### src/rtl/core/cubic_bezier_easing_eval_defines.svh
// Assertion macros shared by the easing evaluator RTL.
// Checks are compiled only in simulation; synthesis sees empty bodies.
// Depends on nothing; users provide clk and arst_n in scope.
`ifndef CUBIC_BEZIER_EASING_EVAL_DEFINES_SVH
`define CUBIC_BEZIER_EASING_EVAL_DEFINES_SVH

`ifndef SYNTHESIS

// check gated by reset
`define CBE_ASSERT(lbl, expr) \
	lbl: assert property (@(posedge clk) disable iff (!arst_n) (expr)) \
		else $error("cbe assertion failed");

// check that also holds while reset is applied
`define CBE_ASSERT_ALWAYS(lbl, expr) \
	lbl: assert property (@(posedge clk) (expr)) \
		else $error("cbe assertion failed");

`else

`define CBE_ASSERT(lbl, expr)
`define CBE_ASSERT_ALWAYS(lbl, expr)

`endif

`endif

### src/rtl/core/cbe_pkg.sv
// Shared widths, constants, micro-op codes and structs of the easing evaluator.
// Used by cbe_mul, cbe_div and cubic_bezier_easing_eval; depends on nothing.
package cbe_pkg;

	// curve parameter t is Q0.24, held in 25 bits so that one fits
	localparam int T_BITS = 24;
	localparam int T_W    = T_BITS + 1;
	// multiplier operands and product
	localparam int B_W    = 28;
	localparam int P_W    = 54;
	// accumulated axis values, residual and slope
	localparam int ACC_W  = 44;
	// divider: magnitude of residual shifted by t bits over slope magnitude
	localparam int DVD_W  = ACC_W + T_BITS;
	localparam int DVS_W  = ACC_W;

	// port field widths
	localparam int PRG_W  = 19;
	localparam int EAS_W  = 20;
	localparam int CX_W   = 17;
	localparam int CY_W   = 20;

	localparam logic [T_W-1:0] T_ONE = T_W'(1) << T_BITS;

	// tolerances in t lsbs
	localparam logic [ACC_W-1:0] TOL_FINE   = ACC_W'(17);
	localparam logic [ACC_W-1:0] TOL_COARSE = ACC_W'(1678);

	// output saturation bounds
	localparam logic signed [ACC_W:0] OUT_MAX = (ACC_W+1)'(524287);
	localparam logic signed [ACC_W:0] OUT_MIN = -(ACC_W+1)'(524288);

	// micro-op codes of the shared multiplier program
	typedef logic [3:0] op_t;
	localparam op_t OP_UU  = 4'd0;
	localparam op_t OP_UT  = 4'd1;
	localparam op_t OP_TT  = 4'd2;
	localparam op_t OP_UUT = 4'd3;
	localparam op_t OP_UTT = 4'd4;
	localparam op_t OP_TTT = 4'd5;
	localparam op_t OP_VK1 = 4'd6;
	localparam op_t OP_VK2 = 4'd7;
	localparam op_t OP_SK1 = 4'd8;
	localparam op_t OP_SK4 = 4'd9;
	localparam op_t OP_SK5 = 4'd10;

	// request into the shared multiplier
	typedef struct packed {
		logic                  valid;
		logic [T_W-1:0]        a;
		logic signed [B_W-1:0] b;
		logic                  shift_f;
	} mul_req_t;

	// rounded product out of the shared multiplier
	typedef struct packed {
		logic                    valid;
		logic signed [ACC_W-1:0] val;
	} mul_res_t;

	function automatic logic [ACC_W-1:0] abs_acc(input logic signed [ACC_W-1:0] v);
		abs_acc = v[ACC_W-1] ? ACC_W'(-v) : ACC_W'(v);
	endfunction

endpackage

### src/rtl/core/cbe_div.sv
// Restoring divider, one quotient bit per cycle, unsigned magnitudes.
// Serves the newton step of the easing evaluator; depends on cbe_pkg.
module cbe_div (
	input  logic                       clk,
	input  logic                       arst_n,
	input  logic                       start,
	input  logic [cbe_pkg::DVD_W-1:0]  dividend,
	input  logic [cbe_pkg::DVS_W-1:0]  divisor,
	output logic                       done,
	output logic [cbe_pkg::DVD_W-1:0]  quotient
);
	import cbe_pkg::*;

	localparam int CW = $clog2(DVD_W + 1);

	logic [DVD_W-1:0] dvd_q;
	logic [DVS_W-1:0] dvs_q;
	logic [DVS_W-1:0] rem_q;
	logic [CW-1:0]    cnt_q;
	logic             run_q;
	logic             done_q;
	logic [DVS_W:0]   rem_sh;
	logic [DVS_W+1:0] diff;
	logic             fits;

	// trial subtract of the shifted remainder
	always_comb begin
		rem_sh = {rem_q, dvd_q[DVD_W-1]};
		diff   = {1'b0, rem_sh} - {2'b00, dvs_q};
		fits   = !diff[DVS_W+1];
	end

	// control
	always_ff @(posedge clk or negedge arst_n) begin
		if (!arst_n) begin
			run_q  <= 1'b0;
			done_q <= 1'b0;
			cnt_q  <= '0;
		end else begin
			done_q <= 1'b0;
			if (start) begin
				run_q <= 1'b1;
				cnt_q <= '0;
			end else if (run_q) begin
				cnt_q <= cnt_q + 1'b1;
				if (cnt_q == CW'(DVD_W - 1)) begin
					run_q  <= 1'b0;
					done_q <= 1'b1;
				end
			end
		end
	end

	// datapath: quotient bits shift into the dividend register
	always_ff @(posedge clk) begin
		if (start) begin
			dvd_q <= dividend;
			dvs_q <= divisor;
			rem_q <= '0;
		end else if (run_q) begin
			rem_q <= fits ? diff[DVS_W-1:0] : rem_sh[DVS_W-1:0];
			dvd_q <= {dvd_q[DVD_W-2:0], fits};
		end
	end

	assign done     = done_q;
	assign quotient = dvd_q;

endmodule

### config.mk
export PLATFORM = sky130hd
export DESIGN_NAME = cbe_div
export DESIGN_NICKNAME = d
export VERILOG_FILES = /design/src/rtl/core/cubic_bezier_easing_eval_defines.svh /design/src/rtl/core/cbe_pkg.sv /design/src/rtl/core/cbe_div.sv
export SDC_FILE = /design/constraint.sdc
export NUM_CORES = 1
export LEC_CHECK = 0
export CORE_ASPECT_RATIO = 0.9
export CORE_MARGIN = 5
export CORE_UTILIZATION = 65
export CTS_CLUSTER_DIAMETER = 200
export DETAILED_ROUTE_END_ITERATION = 16
export DONT_BUFFER_PORTS = 1
export PLACE_DENSITY = 0.89
export SLEW_MARGIN = 30
export SYNTH_ARGS = -nofsm -noshare
export SYNTH_HDL_FRONTEND = slang
export SYNTH_SLANG_ARGS = --single-unit
### constraint.sdc
create_clock -name clk -period 4.85 [get_ports clk]
set_clock_uncertainty 0.15 [all_clocks]
set_input_delay 0.7275 -clock clk [delete_from_list [all_inputs] [get_ports clk]]
set_output_delay 0.7275 -clock clk [all_outputs]
set_load 0.01 [all_outputs]
==> results of run 1 <==
[state kept, by name (all words and copies together) (netlist names)]
signal and count:
quotient 68, dvs_q 44, rem_q 44, cnt_q 7, done 1, run_q 1
[how the worst max path moves through the flow]
stage | startpoint | slack [ns] | cells after the start | end
floorplan | quotient[67] | 1.79 | 13 | rem_q[30]
finish | dvs_q[14] | 1.32 | 12 | rem_q[2]
global route | dvs_q[14] | 1.05 | 12 | rem_q[32]
CTS | dvs_q[14] | 1.34 | 12 | rem_q[2]
detailed placement | dvs_q[14] | 1.38 | 12 | rem_q[2]
global placement | dvs_q[14] | 1.49 | 12 | rem_q[12]
[power groups by stage]
stage / clock network, mW / logic (mW) / registers [mW]
after floorplan: 0 / 0.218 / 1.71
after global placement: 0 / 0.229 / 1.73
after detailed placement: 0 / 0.237 / 1.73
after CTS: 1.36 / 0.243 / 1.71
after global routing: 1.43 / 0.273 / 1.71
final: 1.34 / 0.243 / 1.70
[routing by layer]
layer / up-vias / global-route usage (%) / share of wire [%]
li1: 3109 / - / -
met1: 3037 / 30.9 / 43
met2: 203 / 37.6 / 49
met3: 29 / 7.36 / 5.8
met4: 0 / 5.48 / 1.7
met5: - / 0 / 0
[layout make-up]
| class | instances | share of cell area [%] |
|---|---|---|
| Sequential cell | 165 | 45.3 |
| Inverter | 57 | 2.17 |
| Timing Repair Buffer | 6 | 0.482 |
| Multi-Input combinational cell | 592 | 43.5 |
| Antenna cell | 1 | 0.0253 |
| Clock inverter | 15 | 1.83 |
| Tap cell | 193 | 2.45 |
| Clock buffer | 17 | 4.31 |
[cells by family (layout without fill, tap and decap cells)]
| group | after synthesis | count (layout) | synth area share (%) |
|---|---|---|---|
| buf+inv | 100 | 95 | 4.97 |
| fa+ha+maj | 46 | 46 | 6.33 |
| simple gates | 217 | 217 | 10.8 |
| xor+xnor | 34 | 34 | 3.23 |
| other cells | 0 | 1 | 0 |
| flops | 165 | 165 | 48.5 |
| compound gates | 203 | 203 | 15.2 |
| mux | 92 | 92 | 11.0 |
[Yosys cell counts (11+ instances only)]
| cell | number | area share, % |
|---|---|---|
| a211oi_1 | 25 | 2.0 |
| edfxtp_1 | 112 | 36 |
| xor2_1 | 14 | 1.3 |
| o21ai_0 | 18 | 0.98 |
| nor3_1 | 14 | 0.76 |
| inv_1 | 57 | 2.3 |
| mux2i_1 | 20 | 2.2 |
| nor2_1 | 85 | 3.5 |
| a21o_1 | 11 | 0.90 |
| dfxtp_1 | 44 | 9.6 |
| xnor2_1 | 20 | 1.9 |
| clkbuf_1 | 25 | 1.0 |
| mux2_2 | 72 | 8.8 |
| nand2_1 | 50 | 2.0 |
| ha_1 | 45 | 6.1 |
| a21oi_1 | 66 | 3.6 |
| nand3_1 | 15 | 0.81 |
| nand4_1 | 11 | 0.75 |
[metrics by stage]
stage / setup WS (ns) / utilization, % / hold slack [ns]
finish: 1.32 / 70.7 / 0.240
global route: 1.05 / 70.7 / 0.183
CTS: 1.34 / 70.7 / 0.218
detailed placement: 1.38 / 66.3 / 0.283
global placement: 1.49 / 66.3 / 0.283
floorplan: 1.79 / - / 0.282
[repair_timing]
item | CTS | global route
setup buffers | 0 | 0
endpoints found under the hold margin | 9 | 0
hold buffers | 1 | 0
==> impl_metrics.ini, run 1 <==
[cts]
numCtsBuffers = 17
clk_latency_ns = 0.43
cts.sinks = 165
cts_tree = done
clk_path_buf_depth = 2
clk_pin_slew_ns = 0.07
clockRootBuffer = clkbuf_16
cts-resized-gates = 0
htree_levels = 4

[synth]
synth_nets = 1018
ys_warn_count = 0
synthArstFlopShare_pct = 5.45
synth_seq_cells = 165
netlist_area_sq_um = 9220
syn-instance-count = 857
ys_seq_area_share_pct = 48.5
syn_area_per_cell_sq_um = 10.8
synth-edff-count = 112
yosys.cell_types.count = 72
synth_ff_type = edfxtp_1

[grt]
antenna_found_initial = 1
grt_max_degree = 169
grt_usage_pct = 23.2
grt_pass1_vias = 6241
overflow = 0
grt_pass1_wl_microns = 30900

[sta]
fmaxAchievable_mhz = 284
tightest_slew_ns = 0.911
finalCritPeriodShare_pct = 72.7
fin_setup_tns_ns = 0
hold_viol = 0
rsz0062_at_grt = false
maxSlewViolCount = 0
finalCriticalPeriod_ns = 3.53
finalSetupViolations = 0
slew_headroom_pct = 39.3

[worst_hold_path]
min_from = divisor[42]
hold_depth = 0
hold-path-endpoint = dvs_q[42]
hold_class = in -> reg

[worst_setup_path]
r2r_end = rem_q[2]
crit_path_end_kind = flop
ff2ff_setup_slack_ns = 1.32
cp-start-kind = flop
cp.required_ns = 5.02
arrival_ns = 3.70
crit_chain = inv_1, ha_1, a21oi_1, o211ai_1, a21o_1, a31oi_1, a21oi_2, o21ai_4, buf_4, mux2_2, mux2i_1, nor2_1
cp_max_fo = 29
slowest_delay_ns = 0.39
cp_num_buf_inv = 2
crit_type = reg -> reg
timing.rr.start = dvs_q[14]
cpLargestDelayFamily = compound AO/OA/AOI/OAI gates
slowest_stage = o21ai_4
ff2ff_path_depth = 12

[final_layout]
drive_gt1_share_pct = 15.1
ff_latch_area_sq_um = 4470
multi_input_comb_area_sq_um = 4290
fin_area_sq_um = 9870
nets = 1000
area_growth_syn_to_layout_pct = 7.13
fillers = 997
stdcell_count = 1046
layout.cells.most_common = edfxtp_1
final_cell_mix = edfxtp_1, nor2_1, mux2_2

[die]
start_util_pct = 66.0
die_w_microns = 136
die_area_sq_um = 16700
core-area_sq_um = 14000
die_h_microns = 123
rows = 41
io_pins = 184

[routing]
dr.pass1.iters = 5
wl_per_cell_microns = 18.5
drt_iter0_drc = 483
via_per_inst = 6.10
antenna_left = 0
drcViolationCount = 0
vias = 6378
drt-total-wl_microns = 19400

[pwr]
switching_share_pct = 26.1
cellPowerDensity_nw_per_um2 = 333
comb_power_share_pct = 7.4
vdd_ir_drop_max_v = 0.000308
p_clk_share_pct = 40.7
leakagePower_nw = 4.04
sequentialPowerShare_pct = 51.9
switchingPower_mw = 0.856
total_power_mw = 3.28
p_int_mw = 2.43

[job]
maxCapViolations = 0

[place]
place_hpwl_microns = 13500
placed_cells = 1012
io_buffers = 0
gp_congestion = 0.881
dpl_cell_area_sq_um = 9250

[outcome]
status = finished clean
No activity file was read; power rests on OpenSTA's default activity.
==> inputs of run 2 (changes only) <==
ABC_AREA = 1   (was not set)
clock period = 3.26 ns   (was 4.85 ns; I/O delays follow)
==> impl_metrics.ini, run 2 <==
[outcome]
status = finished clean

[routing]
drt_iter0_drc = 1058
vias = 9950
dr.pass1.iters = 5
via_per_inst = 5.43
antenna_left = 0
drt-total-wl_microns = 29700
drcViolationCount = 0
wl_per_cell_microns = 16.2

[sta]
slew_headroom_pct = 54.1
tightest_slew_ns = 0.687
finalCriticalPeriod_ns = 2.77
hold_viol = 0
setup_slack_ns = 0.490
rsz0062_at_grt = false
fmaxAchievable_mhz = 361
maxSlewViolCount = 0
finalCritPeriodShare_pct = 85.0
finalSetupViolations = 0
fin_setup_tns_ns = 0

[cts]
clk_path_buf_depth = 2
clk_pin_slew_ns = 0.08
clockRootBuffer = clkbuf_16
numCtsBuffers = 17
clk_latency_ns = 0.45
cts_setup_buffers = 0
cts.sinks = 165
htree_levels = 4
cts_tree = done

[worst_hold_path]
min_from = start
hold_class = in -> reg

[final_layout]
nets = 1772
layout.cells.most_common = nand2_1
area_growth_syn_to_layout_pct = 12.2
antennaDiodeCount = 0
final_cell_mix = nand2_1, inv_1, edfxtp_1
largest_reg_flops = 68
drive_gt1_share_pct = 4.31

[synth]
netlist_area_sq_um = 10700
synth_area_leaders = edfxtp_1, nand2_1, inv_1
syn-instance-count = 1574
yosysTopAreaCell = edfxtp_1
synth_ff_type = edfxtp_1
ys_warn_count = 0
syn_area_per_cell_sq_um = 6.80
synth_commonest_cells = nand2_1, inv_1, edfxtp_1, nor2_1, nand3_1
synthArstFlopShare_pct = 5.45
ys_seq_area_share_pct = 41.7
synth_nets = 1735
synth-edff-count = 112
synth_seq_cells = 165
yosys.cell_types.count = 32
synth.most_common_cell = nand2_1
synth_top_cell_area_share_pct = 31.4

[place]
io_buffers = 0
place_hpwl_microns = 21300
gp_congestion = 1.01
place_worst_setup_slack_ns = 0.594

[grt]
overflow = 0
grt_max_degree = 116
grt_pass1_vias = 9373
antenna_found_initial = 0
grt_pass1_wl_microns = 47100
grt_usage_pct = 30.2

[worst_setup_path]
cp_max_fo = 4
startpoint = quotient[67]
crit_path_end_kind = flop
timing.rr.start = quotient[67]
crit_type = reg -> reg
cp-start-kind = flop
arrival_ns = 2.95
cp.required_ns = 3.44

[die]
die_h_microns = 132
die_area_sq_um = 19100
io_pins = 184
die_w_microns = 145
rows = 44
core-area_sq_um = 16200
start_util_pct = 66.2

[pwr]
leakagePower_nw = 6.42
cellPowerDensity_nw_per_um2 = 422
vdd_ir_drop_max_v = 0.000608

[job]
maxCapViolations = 0
-- run 2: timing repair --
item / CTS / global route
gates resized for setup: 0 / 0
hold endpoints to repair: 55 / 4
hold buffers: 46 / 2
endpoints found under the setup margin: 0 / 0
-- run 2: stage by stage --
stage	hold WS [ns]	cell area (sq um)	util [%]	std cells	total power [mW]
global route	0.000361	12000	74.3	1831	5.25
finish	0.0211	12000	74.3	1831	5.08
detailed placement	0.0443	10900	67.3	1751	2.94
floorplan	0.0434	10700	-	1574	2.83
CTS	0.00181	12000	74.1	1829	5.06
global placement	0.0443	10900	67.3	1751	2.92
-- run 2: kinds of logic (layout without fill, tap and decap cells) --
family / count (synthesis) / in the layout / synth area share, %
and+or+nand+nor: 931 / 931 / 35.7
xor gates and xnor gates: 15 / 15 / 1.23
buffers and inverters: 349 / 399 / 12.5
AOI/OAI and AO/OA: 68 / 68 / 3.39
DFF: 165 / 165 / 41.7
adders and majority gates: 46 / 46 / 5.44
-- run 2: layout make-up --
class | count | area [sq um]
fill | 1263 | 4170
clock buffer | 17 | 425
multi-input combinational | 1060 | 4900
sequential | 165 | 4470
clock inverter | 15 | 216
inverter | 308 | 1160
tap | 207 | 259
timing repair buffer | 59 | 588
-- run 2: power breakdown --
part           switching, mW  internal [mW]
clock                   1.06           1.07
combinational          0.284          0.170
sequential             0.116           2.38
total                   1.46           3.62
-- run 2: routing by layer --
metal  part of all wire (%)  wire length, microns  vias to the layer above  track usage [%]
met5                      0                     0                        -                0
met4                    1.9                   569                        0             8.65
met3                     10                  2970                       53             6.88
met2                     46                 13700                      552             48.9
met1                     42                 12400                     4431             41.0
li1                       -                     -                     4914                -
-- run 2: worst paths after layout --
check	end	slack, ns	depth (start not counted)
worst max-delay path	rem_q[38]	0.49	16
worst min-delay path	dvs_q[13]	0.02	0
worst max register to register	rem_q[38]	0.49	16
worst min register to register	rem_q[43]	0.33	2
max in group asynchronous	cnt_q[2]	2.37	1
min in group asynchronous	cnt_q[1]	0.28	1
-- run 2: worst max-delay path, cell delays in order (launching register included) --
cell and delay [ns]:
edfxtp_1 0.46, inv_1 0.14, ha_1 0.15, inv_1 0.09
fa_1 0.44, nand2_1 0.09, nand2_1 0.08, nand3_1 0.08
nand2_1 0.15, nand2_1 0.11, nand3_1 0.22, nand2_1 0.17
nand2_1 0.06, nand2_1 0.07, nand3_2 0.08, nand2_1 0.09
nand2_1 0.05
==> inputs of run 3 (changes only) <==
clock period = 2.68 ns   (was 3.26 ns; I/O delays follow)
==> impl_metrics.ini, run 3 (same netlist as run 2, synthesis figures left out) <==
[outcome]
status = finished clean

[routing]
dr.pass1.iters = 6
drt-total-wl_microns = 33400
drt_iter0_drc = 1532
drcViolationCount = 0
vias = 10603
antenna_left = 0
via_per_inst = 5.64
wl_per_cell_microns = 17.8

[worst_setup_path]
ff2ff_path_depth = 13
ff2ff_setup_slack_ns = 0.10
cp_max_fo = 5
arrival_ns = 2.78
crit_type = reg -> reg
crit_path_end_kind = flop
cp.required_ns = 2.88
cp-start-kind = flop
timing.rr.start = dvs_q[18]
r2r_end = rem_q[35]
setup.worst_path.end = rem_q[35]
startpoint = dvs_q[18]

[die]
start_util_pct = 66.2
die_area_sq_um = 19100
die_h_microns = 132
rows = 44
die_w_microns = 145
io_pins = 184
core-area_sq_um = 16200

[sta]
finalSetupViolations = 0
tightest_slew_ns = 0.617
maxSlewViolCount = 0
slew_headroom_pct = 58.8
fin_setup_tns_ns = 0
fin_hold_ws_ns = 0.000584
finalCritPeriodShare_pct = 96.2
fmaxAchievable_mhz = 388
hold_viol = 0
rsz0062_at_grt = false
finalCriticalPeriod_ns = 2.58

[final_layout]
drive_gt1_share_pct = 5.38
antennaDiodeCount = 0
fillers = 1156
final_util_pct = 77.7
nets = 1821
largest_reg_flops = 68
final_cell_mix = nand2_1, inv_1, edfxtp_1
layout.cells.most_common = nand2_1
area_growth_syn_to_layout_pct = 17.4

[grt]
antenna_found_initial = 0
grt_pass1_wl_microns = 52700
grt_usage_pct = 33.9
grt_max_degree = 72
overflow = 0
grt_pass1_vias = 10193

[cts]
htree_levels = 4
clockRootBuffer = clkbuf_16
cts.sinks = 165
cts_setup_buffers = 0
cts_tree = done
clk_latency_ns = 0.46
clk_pin_slew_ns = 0.08
clk_path_buf_depth = 2
numCtsBuffers = 17

[pwr]
cellPowerDensity_nw_per_um2 = 504
leakagePower_nw = 6.66
vdd_ir_drop_max_v = 0.000562

[place]
io_buffers = 0
gp_congestion = 0.972
place_hpwl_microns = 22100

[job]
maxCapViolations = 0

[worst_hold_path]
hold_class = in -> reg
run 3: cell types whose count changed in the layout (fill, tap and decap cells not counted), moves of 2 or more:
cell           before  now
nand3_2             8   11
nor2_2              9   11
nor2_1             92   90
dlygate4sd3_1      48   88
buf_6               0    3
nand2_2             2    4
buf_4               9   13
nand2_1           679  677
nand3_1            79   76
run 3: worst min-delay path by stage:
| stage | start | to | slack (ns) | depth (start not counted) |
|---|---|---|---|---|
| finish | dividend[59] | quotient[59] | 0.0006 | 2 |
| global route | dividend[43] | quotient[43] | 0.006 | 2 |
| global placement | arst_n | cnt_q[5] | -0.04 | 0 |
| CTS | dividend[20] | quotient[20] | 0.0008 | 2 |
| detailed placement | arst_n | cnt_q[5] | -0.04 | 0 |
| floorplan | arst_n | cnt_q[0] | -0.04 | 0 |
run 3: area by class of cell:
cell class	instances	area [sq um]	area share [%]
clock buffer	17	425	3.38
clock inverter	15	221	1.76
inverter	308	1160	9.19
multi-input combinational	1060	4940	39.3
sequential	165	4470	35.5
tap	207	259	2.06
timing repair buffer	108	1100	8.75
run 3: where the power goes:
part / switching (mW) / total, mW / internal, mW
logic: 0.406 / 0.665 / 0.259
clock network: 1.33 / 2.62 / 1.30
registers: 0.154 / 3.05 / 2.90
run 3: through the flow:
step,cells,worst slack [ns],instance area (sq um),power (mW)
floorplan,1574,0.266,10700,3.44
global placement,1759,0.123,11000,3.56
detailed placement,1759,0.0419,11000,3.58
CTS,1876,0.0230,12500,6.25
global route,1880,0.00587,12600,6.52
finish,1880,0.103,12600,6.34
run 3: repair_timing:
action,CTS,global route
hold buffers,85,4
resized for setup,0,15
hold endpoints to repair,137,4
endpoints found under the setup margin,0,16
run 3: critical path: stages, from the launching register on:
cell and delay, ns:
edfxtp_1 0.33, inv_1 0.04, ha_1 0.41, nand2_1 0.16, inv_1 0.11, nand2_1 0.07, nor2_1 0.34, nand4_1 0.21
nand3_1 0.22, nand2_1 0.11, nand3_1 0.12, nand3_2 0.10, nand2_1 0.07, nand2_1 0.04
run 3: routing by layer:
metal | up-vias | GRT usage, % | share of wire (%)
met5 | - | 0 | 0
met4 | 0 | 10.9 | 3.0
met3 | 101 | 10.2 | 11
met2 | 655 | 55.5 | 47
met1 | 4830 | 43.3 | 38
li1 | 5017 | - | -
